`config.mk`:
```
export PLATFORM = sky130hd
export DESIGN_NAME = priority_queue_sorted_flat
export DESIGN_NICKNAME = d
export VERILOG_FILES = /design/src/sv/pqs_pkg.sv /design/src/sv/pqs_chan_if.sv /design/src/sv/pqs_ram.sv /design/src/sv/priority_queue_sorted.sv /design/src/flat_wrapper.sv
export VERILOG_INCLUDE_DIRS = /design/src /design/src/sv
export SDC_FILE = /design/constraint.sdc
export NUM_CORES = 2
export LEC_CHECK = 0
export BUFFER_PORTS_ARGS = -buffer_cell sky130_fd_sc_hd__buf_4
export CAP_MARGIN = 20
export CORE_MARGIN = 2
export CORE_UTILIZATION = 32
export CTS_CLUSTER_DIAMETER = 80
export CTS_CLUSTER_SIZE = 8
export DETAILED_ROUTE_END_ITERATION = 8
export PLACE_DENSITY = 0.54
export SYNTH_ARGS = -nofsm -noshare
export SYNTH_HDL_FRONTEND = slang
export SYNTH_SLANG_ARGS = --single-unit
```
`constraint.sdc`:
```
create_clock -name clk -period 5.69 [get_ports clk]
set_input_delay 0.569 -clock clk [delete_from_list [all_inputs] [get_ports clk]]
set_output_delay 0.569 -clock clk [all_outputs]
set_load 0.05 [all_outputs]
```
`src/sv/priority_queue_sorted_assert.svh`:
```
// Assertion macros for the sorted priority queue.
// Expect clk and arst_n in the scope of use.
`ifndef PRIORITY_QUEUE_SORTED_ASSERT_SVH
`define PRIORITY_QUEUE_SORTED_ASSERT_SVH

// Same-cycle implication, checked out of reset.
`define PQS_ASSERT_NOW(lbl, ante, cons, msg) \
	lbl: assert property (@(posedge clk) disable iff (!arst_n) (ante) |-> (cons)) else $error(msg);

// Next-cycle implication, checked out of reset.
`define PQS_ASSERT_NEXT(lbl, ante, cons, msg) \
	lbl: assert property (@(posedge clk) disable iff (!arst_n) (ante) |=> (cons)) else $error(msg);

`endif

```
`src/sv/pqs_pkg.sv`:
```
// Shared types and codes for the sorted priority queue.
// No dependencies.
package pqs_pkg;

	localparam int CAPACITY_DEF = 16;
	localparam int DATA_W       = 32;
	localparam int STATUS_W     = 2;

	localparam logic FUNC_ENQ = 1'b0;
	localparam logic FUNC_DEQ = 1'b1;

	localparam logic [STATUS_W-1:0] STATUS_OK    = 2'd0;
	localparam logic [STATUS_W-1:0] STATUS_EMPTY = 2'd1;
	localparam logic [STATUS_W-1:0] STATUS_FULL  = 2'd2;

	typedef struct packed {
		logic signed [DATA_W-1:0] value;
		logic signed [DATA_W-1:0] prio;
	} entry_t;

	localparam int ENTRY_W = $bits(entry_t);

	typedef struct packed {
		logic                     out_valid;
		logic signed [DATA_W-1:0] out_value;
		logic signed [DATA_W-1:0] out_priority;
		logic [STATUS_W-1:0]      status;
	} result_t;

	typedef enum logic [6:0] {
		S_IDLE = 7'b0000001,
		S_RD   = 7'b0000010,
		S_CMP  = 7'b0000100,
		S_INS  = 7'b0001000,
		S_DRD  = 7'b0010000,
		S_DDAT = 7'b0100000,
		S_FIN  = 7'b1000000
	} state_t;

endpackage

```
`src/sv/pqs_chan_if.sv`:
```
// Request and response channels of the sorted priority queue.
// Depends on pqs_pkg.
interface pqs_req_if import pqs_pkg::*; ();
	logic                     valid;
	logic                     ready;
	logic                     func;
	logic signed [DATA_W-1:0] item_value;
	logic signed [DATA_W-1:0] item_priority;

	modport source (output valid, func, item_value, item_priority, input ready);
	modport sink   (input valid, func, item_value, item_priority, output ready);
endinterface

interface pqs_rsp_if import pqs_pkg::*; ();
	logic                     valid;
	logic                     ready;
	logic                     out_valid;
	logic signed [DATA_W-1:0] out_value;
	logic signed [DATA_W-1:0] out_priority;
	logic [STATUS_W-1:0]      status;

	modport source (output valid, out_valid, out_value, out_priority, status, input ready);
	modport sink   (input valid, out_valid, out_value, out_priority, status, output ready);
endinterface

```
`src/sv/pqs_ram.sv`:
```
// Generic single-port-write, single-port-read RAM with registered read.
// No dependencies.
module pqs_ram #(
	parameter int WIDTH = 64,
	parameter int DEPTH = 16
) (
	input  logic                     clk,
	input  logic                     wr_en,
	input  logic [$clog2(DEPTH)-1:0] wr_addr,
	input  logic [WIDTH-1:0]         wr_data,
	input  logic                     rd_en,
	input  logic [$clog2(DEPTH)-1:0] rd_addr,
	output logic [WIDTH-1:0]         rd_data
);

	logic [WIDTH-1:0] mem_q [DEPTH];

	always_ff @(posedge clk) begin
		if (wr_en) begin
			mem_q[wr_addr] <= wr_data;
		end
		if (rd_en) begin
			rd_data <= mem_q[rd_addr];
		end
	end

endmodule

```
`src/sv/priority_queue_sorted.sv`:
```
// Enqueue: walks from the tail toward the head, reading and comparing each entry and moving each entry of lower
// priority back one slot, then writes the new word; an empty queue skips the walk.
// Dequeue reads the head entry; an empty dequeue or a full enqueue skips the RAM; an unaccepted response adds its wait.
// One request at a time; the read-compare-write walk through the single RAM port sets the rate.
// Async reset empties the queue and clears the sequencer and the response valid flag.
module priority_queue_sorted import pqs_pkg::*; #(
	parameter int CAPACITY = CAPACITY_DEF
) (
	input logic     clk,
	input logic     arst_n,
	pqs_req_if.sink   req,
	pqs_rsp_if.source rsp
);

	`include "priority_queue_sorted_assert.svh"

	localparam int AW = $clog2(CAPACITY);
	localparam int CW = $clog2(CAPACITY + 1);

	state_t          state_q;
	logic [AW-1:0]   head_q, tail_q, pos_q;
	logic [CW-1:0]   count_q, rem_q;
	entry_t          new_q;
	result_t         res_q;
	logic            ov_q;
	result_t         out_q;

	logic            wr_en, rd_en;
	logic [AW-1:0]   wr_addr, rd_addr;
	entry_t          wr_data, rd_entry;
	logic [ENTRY_W-1:0] rd_data;
	logic [AW-1:0]   pos_dec, head_inc, tail_inc;
	logic            ge;
	logic            req_acc, out_free;

	pqs_ram #(.WIDTH(ENTRY_W), .DEPTH(CAPACITY)) u_ram (
		.clk     (clk),
		.wr_en   (wr_en),
		.wr_addr (wr_addr),
		.wr_data (wr_data),
		.rd_en   (rd_en),
		.rd_addr (rd_addr),
		.rd_data (rd_data)
	);

	assign rd_entry = entry_t'(rd_data);
	assign pos_dec  = (pos_q == '0) ? AW'(CAPACITY - 1) : pos_q - 1'b1;
	assign head_inc = (head_q == AW'(CAPACITY - 1)) ? '0 : head_q + 1'b1;
	assign tail_inc = (tail_q == AW'(CAPACITY - 1)) ? '0 : tail_q + 1'b1;
	assign ge       = rd_entry.prio >= new_q.prio;
	assign req_acc  = req.valid && req.ready;
	assign out_free = !ov_q || rsp.ready;

	assign req.ready = (state_q == S_IDLE);

	always_comb begin
		wr_en   = 1'b0;
		wr_addr = pos_q;
		wr_data = rd_entry;
		rd_en   = 1'b0;
		rd_addr = pos_dec;
		case (state_q)
			S_RD: begin
				rd_en = 1'b1;
			end
			S_CMP: begin
				wr_en = !ge;
			end
			S_INS: begin
				wr_en   = 1'b1;
				wr_data = new_q;
			end
			S_DRD: begin
				rd_en   = 1'b1;
				rd_addr = head_q;
			end
			default: begin
			end
		endcase
	end

	always_ff @(posedge clk or negedge arst_n) begin
		if (!arst_n) begin
			state_q <= S_IDLE;
			head_q  <= '0;
			tail_q  <= '0;
			count_q <= '0;
			ov_q    <= 1'b0;
		end else begin
			if (state_q == S_FIN && out_free) begin
				ov_q <= 1'b1;
			end else if (ov_q && rsp.ready) begin
				ov_q <= 1'b0;
			end
			case (state_q)
				S_IDLE: begin
					if (req_acc) begin
						if (req.func == FUNC_ENQ) begin
							if (count_q == CW'(CAPACITY)) begin
								state_q <= S_FIN;
							end else if (count_q == '0) begin
								state_q <= S_INS;
							end else begin
								state_q <= S_RD;
							end
						end else if (count_q == '0) begin
							state_q <= S_FIN;
						end else begin
							state_q <= S_DRD;
						end
					end
				end
				S_RD: begin
					state_q <= S_CMP;
				end
				S_CMP: begin
					if (ge || rem_q == CW'(1)) begin
						state_q <= S_INS;
					end else begin
						state_q <= S_RD;
					end
				end
				S_INS: begin
					tail_q  <= tail_inc;
					count_q <= count_q + 1'b1;
					state_q <= S_FIN;
				end
				S_DRD: begin
					state_q <= S_DDAT;
				end
				S_DDAT: begin
					head_q  <= head_inc;
					count_q <= count_q - 1'b1;
					state_q <= S_FIN;
				end
				S_FIN: begin
					if (out_free) begin
						state_q <= S_IDLE;
					end
				end
				default: begin
					state_q <= S_IDLE;
				end
			endcase
		end
	end

	always_ff @(posedge clk) begin
		case (state_q)
			S_IDLE: begin
				new_q.value        <= req.item_value;
				new_q.prio         <= req.item_priority;
				pos_q              <= tail_q;
				rem_q              <= count_q;
				res_q.out_valid    <= 1'b0;
				res_q.out_value    <= '0;
				res_q.out_priority <= '0;
				if (req.func == FUNC_ENQ && count_q == CW'(CAPACITY)) begin
					res_q.status <= STATUS_FULL;
				end else if (req.func == FUNC_DEQ && count_q == '0) begin
					res_q.status <= STATUS_EMPTY;
				end else begin
					res_q.status <= STATUS_OK;
				end
			end
			S_CMP: begin
				if (!ge) begin
					pos_q <= pos_dec;
					rem_q <= rem_q - 1'b1;
				end
			end
			S_DDAT: begin
				res_q.out_valid    <= 1'b1;
				res_q.out_value    <= rd_entry.value;
				res_q.out_priority <= rd_entry.prio;
				res_q.status       <= STATUS_OK;
			end
			S_FIN: begin
				if (out_free) begin
					out_q <= res_q;
				end
			end
			default: begin
			end
		endcase
	end

	assign rsp.valid        = ov_q;
	assign rsp.out_valid    = out_q.out_valid;
	assign rsp.out_value    = out_q.out_value;
	assign rsp.out_priority = out_q.out_priority;
	assign rsp.status       = out_q.status;

	`PQS_ASSERT_NOW(a_count_bound, 1'b1, count_q <= CW'(CAPACITY), "occupancy above capacity")
	`PQS_ASSERT_NOW(a_walk_rem, (state_q == S_RD) || (state_q == S_CMP), rem_q != '0, "walk past head")
	`PQS_ASSERT_NEXT(a_ins_count, state_q == S_INS, count_q == $past(count_q) + 1'b1, "insert lost")
	`PQS_ASSERT_NOW(a_deq_ok, rsp.valid && rsp.out_valid, rsp.status == STATUS_OK, "bad dequeue status")
	`PQS_ASSERT_NOW(a_busy, state_q != S_IDLE, !req.ready, "request taken while busy")

endmodule
```
`src/flat_wrapper.sv`:
```
// flat-port wrapper written by rule: the top's interface ports become plain ports
module priority_queue_sorted_flat import pqs_pkg::*;
#(
	parameter int CAPACITY = CAPACITY_DEF
)
  (clk, arst_n, req_valid, req_func, req_item_value, req_item_priority, req_ready, rsp_valid, rsp_out_valid, rsp_out_value, rsp_out_priority, rsp_status, rsp_ready);
  pqs_req_if req_i ();
  pqs_rsp_if rsp_i ();
  input logic clk;
  input logic arst_n;
  input wire logic [$bits(req_i.valid)-1:0] req_valid;
  input wire logic [$bits(req_i.func)-1:0] req_func;
  input wire logic [$bits(req_i.item_value)-1:0] req_item_value;
  input wire logic [$bits(req_i.item_priority)-1:0] req_item_priority;
  output wire logic [$bits(req_i.ready)-1:0] req_ready;
  output wire logic [$bits(rsp_i.valid)-1:0] rsp_valid;
  output wire logic [$bits(rsp_i.out_valid)-1:0] rsp_out_valid;
  output wire logic [$bits(rsp_i.out_value)-1:0] rsp_out_value;
  output wire logic [$bits(rsp_i.out_priority)-1:0] rsp_out_priority;
  output wire logic [$bits(rsp_i.status)-1:0] rsp_status;
  input wire logic [$bits(rsp_i.ready)-1:0] rsp_ready;
  assign req_i.valid = req_valid;
  assign req_i.func = req_func;
  assign req_i.item_value = req_item_value;
  assign req_i.item_priority = req_item_priority;
  assign req_ready = req_i.ready;
  assign rsp_valid = rsp_i.valid;
  assign rsp_out_valid = rsp_i.out_valid;
  assign rsp_out_value = rsp_i.out_value;
  assign rsp_out_priority = rsp_i.out_priority;
  assign rsp_status = rsp_i.status;
  assign rsp_i.ready = rsp_ready;
  priority_queue_sorted #(.CAPACITY(CAPACITY)) u_core (.clk(clk), .arst_n(arst_n), .req(req_i), .rsp(rsp_i));
endmodule
```
Word-level counts from Yosys, hierarchy flattened
Memories as Yosys holds them, arrays and structs flattened. A register that Yosys moved wholly into a read port is not among the register bits.
Cells that the tools add are included.
{"block": "word_totals", "ff_bits": 228, "ramBits": 1024, "out_inout_bits": 69, "word_cells": 87, "mem_count": 1}
{"block": "op_classes", "addsub": 6, "n_lt_le_gt_ge": 1, "n_eq_ne": 14, "n_mux": 27, "n_bitwise": 1, "n_reduce_logical": 20}
{"name": "u_core.u_ram.mem_q", "words": 16, "width": 64, "read_ports": 1, "rd_ports_with_merged_regs": 1, "write_ports": 1, "line": "pqs_ram.sv:16", "source": "logic [WIDTH-1:0] mem_q [DEPTH];"}
{"op": "case mux 67 bit (2 select lines)", "n": 1}
{"op": "2-to-1 mux 64 bit", "n": 1}
{"op": "case mux 7 bit (6 select lines)", "n": 1}
{"op": "2-to-1 mux 7 bit", "n": 5}
{"op": ">= comparator 32 bit", "n": 1}
{"op": "2-to-1 mux 4 bit", "n": 7}
{"op": "case mux 5 bit (2 select lines)", "n": 2}
{"op": "subtractor 5 x 1 -> 5 bit, second input constant", "n": 2}
{"op": "adder 4 x 1 -> 4 bit, second input constant", "n": 2}
{"op": "== test 4 bit, second input constant", "n": 2}
{"op": "case mux 4 bit (2 select lines)", "n": 1}
{"op": "nonzero test 2 bit", "n": 4}
{"op": "== test 7 x 1 -> 1 bit, second input constant", "n": 1}
{"op": "== test 7 x 2 -> 1 bit, second input constant", "n": 1}
{"op": "== test 7 x 3 -> 1 bit, second input constant", "n": 1}
{"op": "== test 7 x 4 -> 1 bit, second input constant", "n": 1}
{"op": "== test 7 x 5 -> 1 bit, second input constant", "n": 1}
{"op": "== test 7 x 6 -> 1 bit, second input constant", "n": 1}
{"op": "== test 7 bit, second input constant", "n": 1}
{"op": "2-to-1 mux 1 bit", "n": 6}
{"op": "AND reduction 2 bit", "n": 3}
{"op": "adder 5 x 1 -> 5 bit, second input constant", "n": 1}
{"op": "== test 5 x 1 -> 1 bit, second input constant", "n": 1}
{"op": "== test 5 bit, second input constant", "n": 1}
{"op": "other kinds (13)", "n": 21}

Longest topological paths before layout
{"block": "logic_depth", "ltp_word": 6, "depth_mapped": 11, "depth_no_buf": 8}

Modules after synthesis
A second synthesis with hierarchy kept.
{"block": "hier_totals", "hier_cells": 2391, "hier_area_um2": 49882.8}
{"mod": "pqs_ram", "instances": 1, "cells_per_inst": 1647, "area_each_um2": 40222.3, "seq_area_each_um2": 32671.3}
{"mod": "priority_queue_sorted", "instances": 1, "cells_per_inst": 744, "area_each_um2": 9660.5, "seq_area_each_um2": 6742.7}

Least setup slack after synthesis
No wires, ideal clock.
{"block": "synth_path", "kind": "reg-to-reg", "startpoint": "register u_core.u_ram.rd_data[17] (read register of u_core.u_ram.mem_q)", "endpoint": "memory u_core.u_ram.mem_q[10][0], enable pin", "setup_ns": 0.507, "arrival_time_ns": 5.419, "slack_ns": -0.236, "path_stages_with_launch": 10, "path_buffers": 2, "period_less_slack_ns": 5.926, "path_cell_list": "edfxtp_1 ha_1 a21o_1 a221o_1 a22oi_1 nand2_1 or4_1 clkbuf_1 clkbuf_1 a21oi_1"}
{"block": "synth_via", "elab_chain_len": 5}
{"element": "from (decl)", "line": "pqs_ram.sv:13", "source": "output logic [WIDTH-1:0] rd_data"}
{"element": ">= comparator 32 bit", "line": "priority_queue_sorted.sv:50", "source": "assign ge = rd_entry.prio >= new_q.prio;"}
{"element": "zero test 1 bit", "line": "priority_queue_sorted.sv:67", "source": "wr_en = !ge;"}
{"element": "case mux 1 bit (2 select lines)", "line": "priority_queue_sorted.sv:62", "source": "case (state_q)"}
{"element": "2-to-1 mux 1 bit", "line": "pqs_ram.sv:19", "source": "if (wr_en) begin"}
{"element": "2-to-1 mux 1 bit (not written as such)", "line": "pqs_ram.sv:20", "source": "mem_q[wr_addr] <= wr_data;"}
{"element": "to (decl)", "line": "pqs_ram.sv:16"}
No other way between the ends.

Final worst setup path
{"block": "layout_path", "startpoint": "register u_core.u_ram.rd_data[31] (read register of u_core.u_ram.mem_q)", "endpoint": "memory u_core.u_ram.mem_q[15][40], enable pin"}
Same word-level chain as after synthesis.

==> flow_summary_export.csv <==
group,metric,value,unit
sta,worst_slew_pin_slew,1.16,ns
power,p_seq_share,36.8,%
power,finalPower,34600,uW
place,io_buffers,137,
sta,fmaxAchievable,216,MHz
drt,totalWireLength,139000,um
drt,firstDrtPassIters,5,
critical_path,ff2ff_setup_slack,1.06,ns
synthesis,synth_top_area_cell,"edfxtp_1",
critical_path,end_kind,"flip-flop",
synthesis,yosys_most_used_dff,"edfxtp_1",
drt,drc,0,
synthesis,ys_async_sr_fraction,1.60,%
critical_path,crit_arrival,5.05,ns
clocking,clkSlewWorstSetupHoldPaths,0.05,ns
drt,vias,30000,
final_layout,layout_common_cells,"edfxtp_1, o211ai_1, nand2_1",
worst_hold_path,min_path_cells,3,
synthesis,synth_cell_types,61,
final_layout,antenna_cells,0,
clocking,ctsLongestPathBuffers,3,
place,gp_congestion,0.765,
power,power_density,555,mW/mm^2
synthesis,syn_inst,3360,
global_route,grt-ovfl-total,0,
sta,rsz0062_at_grt,"no",
run,max_cap_viol_count,0,
global_route,antenna_found_initial,2,
synthesis,synth_top_area_share,74.1,%
critical_path,critPathCapture,"u_core.u_ram.mem_q[15][40]$_DFFE_PP_",
clocking,clk_latency,0.80,ns
final_layout,syn2layout_area_growth,18.9,%
sta,drv_slew,0,
global_route,grt_pass1_vias,30500,
power,netSwitchingPower,12400,uW
clocking,post_cts_buffers,0,
synthesis,synth_fp_nets,3474,
floorplan,coreArea,0.163,mm^2
floorplan,die-area,0.167,mm^2
run_status,status,"finished clean",
critical_path,worst-setup-path-type,"flip-flop to flip-flop",
critical_path,cp-startpoint,"u_core.u_ram.rd_data[31]$_DFFE_PP_",
critical_path,cpMaxStageDelayCell,"or4_1",
critical_path,slowest_delay,0.75,ns
drt,ant_nets,0,
power,max-vdd-ir-drop,582,uV
drt,avgViaCountPerCell,5.14,
clocking,cts_resized,0,
critical_path,start_kind,"flip-flop",
synthesis,ys_ff_latch,1316,
sta,slew_headroom,22.8,%
synthesis,avgSynthCellArea,15.6,um^2
critical_path,cp.required,6.11,ns
critical_path,r2r-start,"u_core.u_ram.rd_data[31]$_DFFE_PP_",
final_layout,final_core_util,38.3,%
place,hpwl,75200,um
place,place_area,0.0568,mm^2
clocking,numClockSinks,1316,
drt,routedWlPerCell,23.8,um
sta,post-route-period-util,81.4,%
synthesis,synth_top_cells_by_area,"edfxtp_1, o211ai_1, mux2_2, a211oi_1, nand2_1",
floorplan,fp.dieW,409,um
final_layout,layout.nets,3762,
power,netSwitchingFraction,35.8,%
synthesis,ys_seq_area_share,75.2,%
final_layout,drive_gt1_share,17.6,%
sta,clock_skew,0.0350,ns
power,clockPowerShare,27.8,%
clocking,h-tree-depth,4,
floorplan,rows,148,
floorplan,die_height,409,um
synthesis,synth_area,0.0524,mm^2
power,comb_power_share,35.4,%
clocking,cts_tree,"done",
place,pre_cts_slack,0.906,ns
critical_path,worstRegToRegCells,9,
critical_path,r2r-end,"u_core.u_ram.mem_q[15][40]$_DFFE_PP_",
global_route,grt_pass1_wl,205000,um
global_route,grt_use_total,16.4,%
critical_path,path_max_fanout,42,
sta,finalHoldViolCount,0,
final_layout,final_area,0.0623,mm^2
critical_path,cp_num_buf_inv,2,
synthesis,synth_edf_count,1295,
clocking,numCtsBuffers,184,
clocking,cts_root_buf,"clkbuf_16",
global_route,grt_max_degree,129,
floorplan,floorplan.initialDensity,32.2,%
final_layout,final_common_cell,"edfxtp_1",
worst_hold_path,hold_path.class,"input port to flip-flop",
synthesis,yosysWarnings,0,
sta,period_needed,4.63,ns
sta,setup_viol,0,
sta,fin_ws,1.06,ns
power,p_int,22200,uW
power,leakagePower,0.0214,uW
drt,drtIter0Drc,2773,
floorplan,ios,138,
critical_path,crit_chain,"ha_1 > nand4_1 > nor4_1 > nand4_1 > nor3_1 > or4_1 > buf_4 > a21oi_4 > buf_4",
critical_path,path_delay_family,"simple AND/OR/NAND/NOR gates",
critical_path,cp.depth,9,
==> worst min-delay path by stage <==
stage | start | end | slack, ns
2_1_floorplan | arst_n | u_core.count_q[0]$_DFFE_PN0P_ | 0.27
3_3_place_gp | u_core.res_q[22]$_SDFFCE_PN0P_ | u_core.rsp.out_priority[20]$_DFFE_PP_ | 0.40
3_5_place_dp | u_core.res_q[19]$_SDFFCE_PN0P_ | u_core.rsp.out_priority[17]$_DFFE_PP_ | 0.40
4_1_cts | rsp_ready | u_core.rsp.valid$_DFFE_PN0P_ | 0.05
5_1_grt | rsp_ready | u_core.rsp.valid$_DFFE_PN0P_ | 0.09
6_report | rsp_ready | u_core.rsp.valid$_DFFE_PN0P_ | 0.11
==> cells in the mapped netlist (8+ instances only) <==
cell and instances:
a211o_1 64, a211oi_1 128, nand4_1 8, ha_1 44
buf_6 11, and3_1 131, nand3_1 136, mux2_2 145
a21o_1 8, dfrtp_1 20, inv_1 173, o211ai_1 320
nor2_1 18, clkbuf_1 154, buf_2 51, a21oi_1 96
edfxtp_1 1295, o21ai_0 114, nand2_1 238, mux2_1 48
and2_1 66
==> power by group through the flow <==
stage	Sequential (uW)	Combinational, uW	Clock [uW]
after global placement	12900	12200	0
after floorplan	13000	7520	0
after global routing	12800	13300	10200
after CTS	12800	12400	9850
after detailed placement	12900	12300	0
final	12800	12200	9630
==> area by class of cell <==
cell class,count,area (um^2)
clock inverter,10,133
fill,15000,100000
multi-input combinational,1645,11700
inverter,175,662
sequential,1316,39400
tap,2175,2720
timing repair buffer,326,2970
clock buffer,200,4770
==> state kept, by name (all words and copies together) (netlist names) <==
name	count
u_core.u_ram.mem_q	1024
u_core.rsp.valid	1
u_core.state_q	7
u_core.pos_q	4
u_core.rem_q	5
u_core.rsp.out_valid	1
u_core.rsp.status	2
u_core.count_q	5
u_core.head_q	4
u_core.tail_q	4
u_core.new_q	64
u_core.u_ram.rd_data	64
u_core.rsp.out_value	32
u_core.rsp.out_priority	32
u_core.res_q	67
==> tightest hold or removal path: stages <==
cell and delay, ns:
buf_4 0.07, nand2b_1 0.15, nand2_1 0.07
==> metrics by stage <==
stage | hold WS, ns | std cells | TNS, ns
2_1_floorplan | 0.273 | 3360 | -167.57
5_1_grt | 0.0921 | 5847 | 0
4_1_cts | 0.0472 | 5846 | 0
3_3_place_gp | 0.405 | 5569 | 0
6_report | 0.108 | 5847 | 0
3_5_place_dp | 0.405 | 5569 | 0
==> repair_timing <==
| action | CTS | global route |
|---|---|---|
| endpoints found under the setup margin | 0 | 0 |
| endpoints found under the hold margin | 86 | 0 |
| hold buffers | 67 | 0 |
==> metal layers <==
layer | wire [um] | up-vias | GRT usage (%)
met5 | 0 | - | 0
met4 | 3810 | 0 | 5.61
met3 | 8080 | 232 | 3.31
met2 | 63200 | 845 | 25.4
met1 | 63800 | 15400 | 23.0
li1 | - | 13600 | -
==> cells by family after synthesis <==
| group | after synthesis | share of synthesized area (%) |
|---|---|---|
| AO/OA/AOI/OAI | 758 | 10.1 |
| XOR/XNOR | 10 | 0.167 |
| multiplexers | 195 | 4.18 |
| AND/OR/NAND/NOR | 637 | 6.12 |
| flip-flops | 1316 | 75.2 |
| adder cells (fa/ha/maj) | 45 | 1.09 |
| buffers and inverters | 399 | 3.16 |
(Power assumes the default switching activity.)
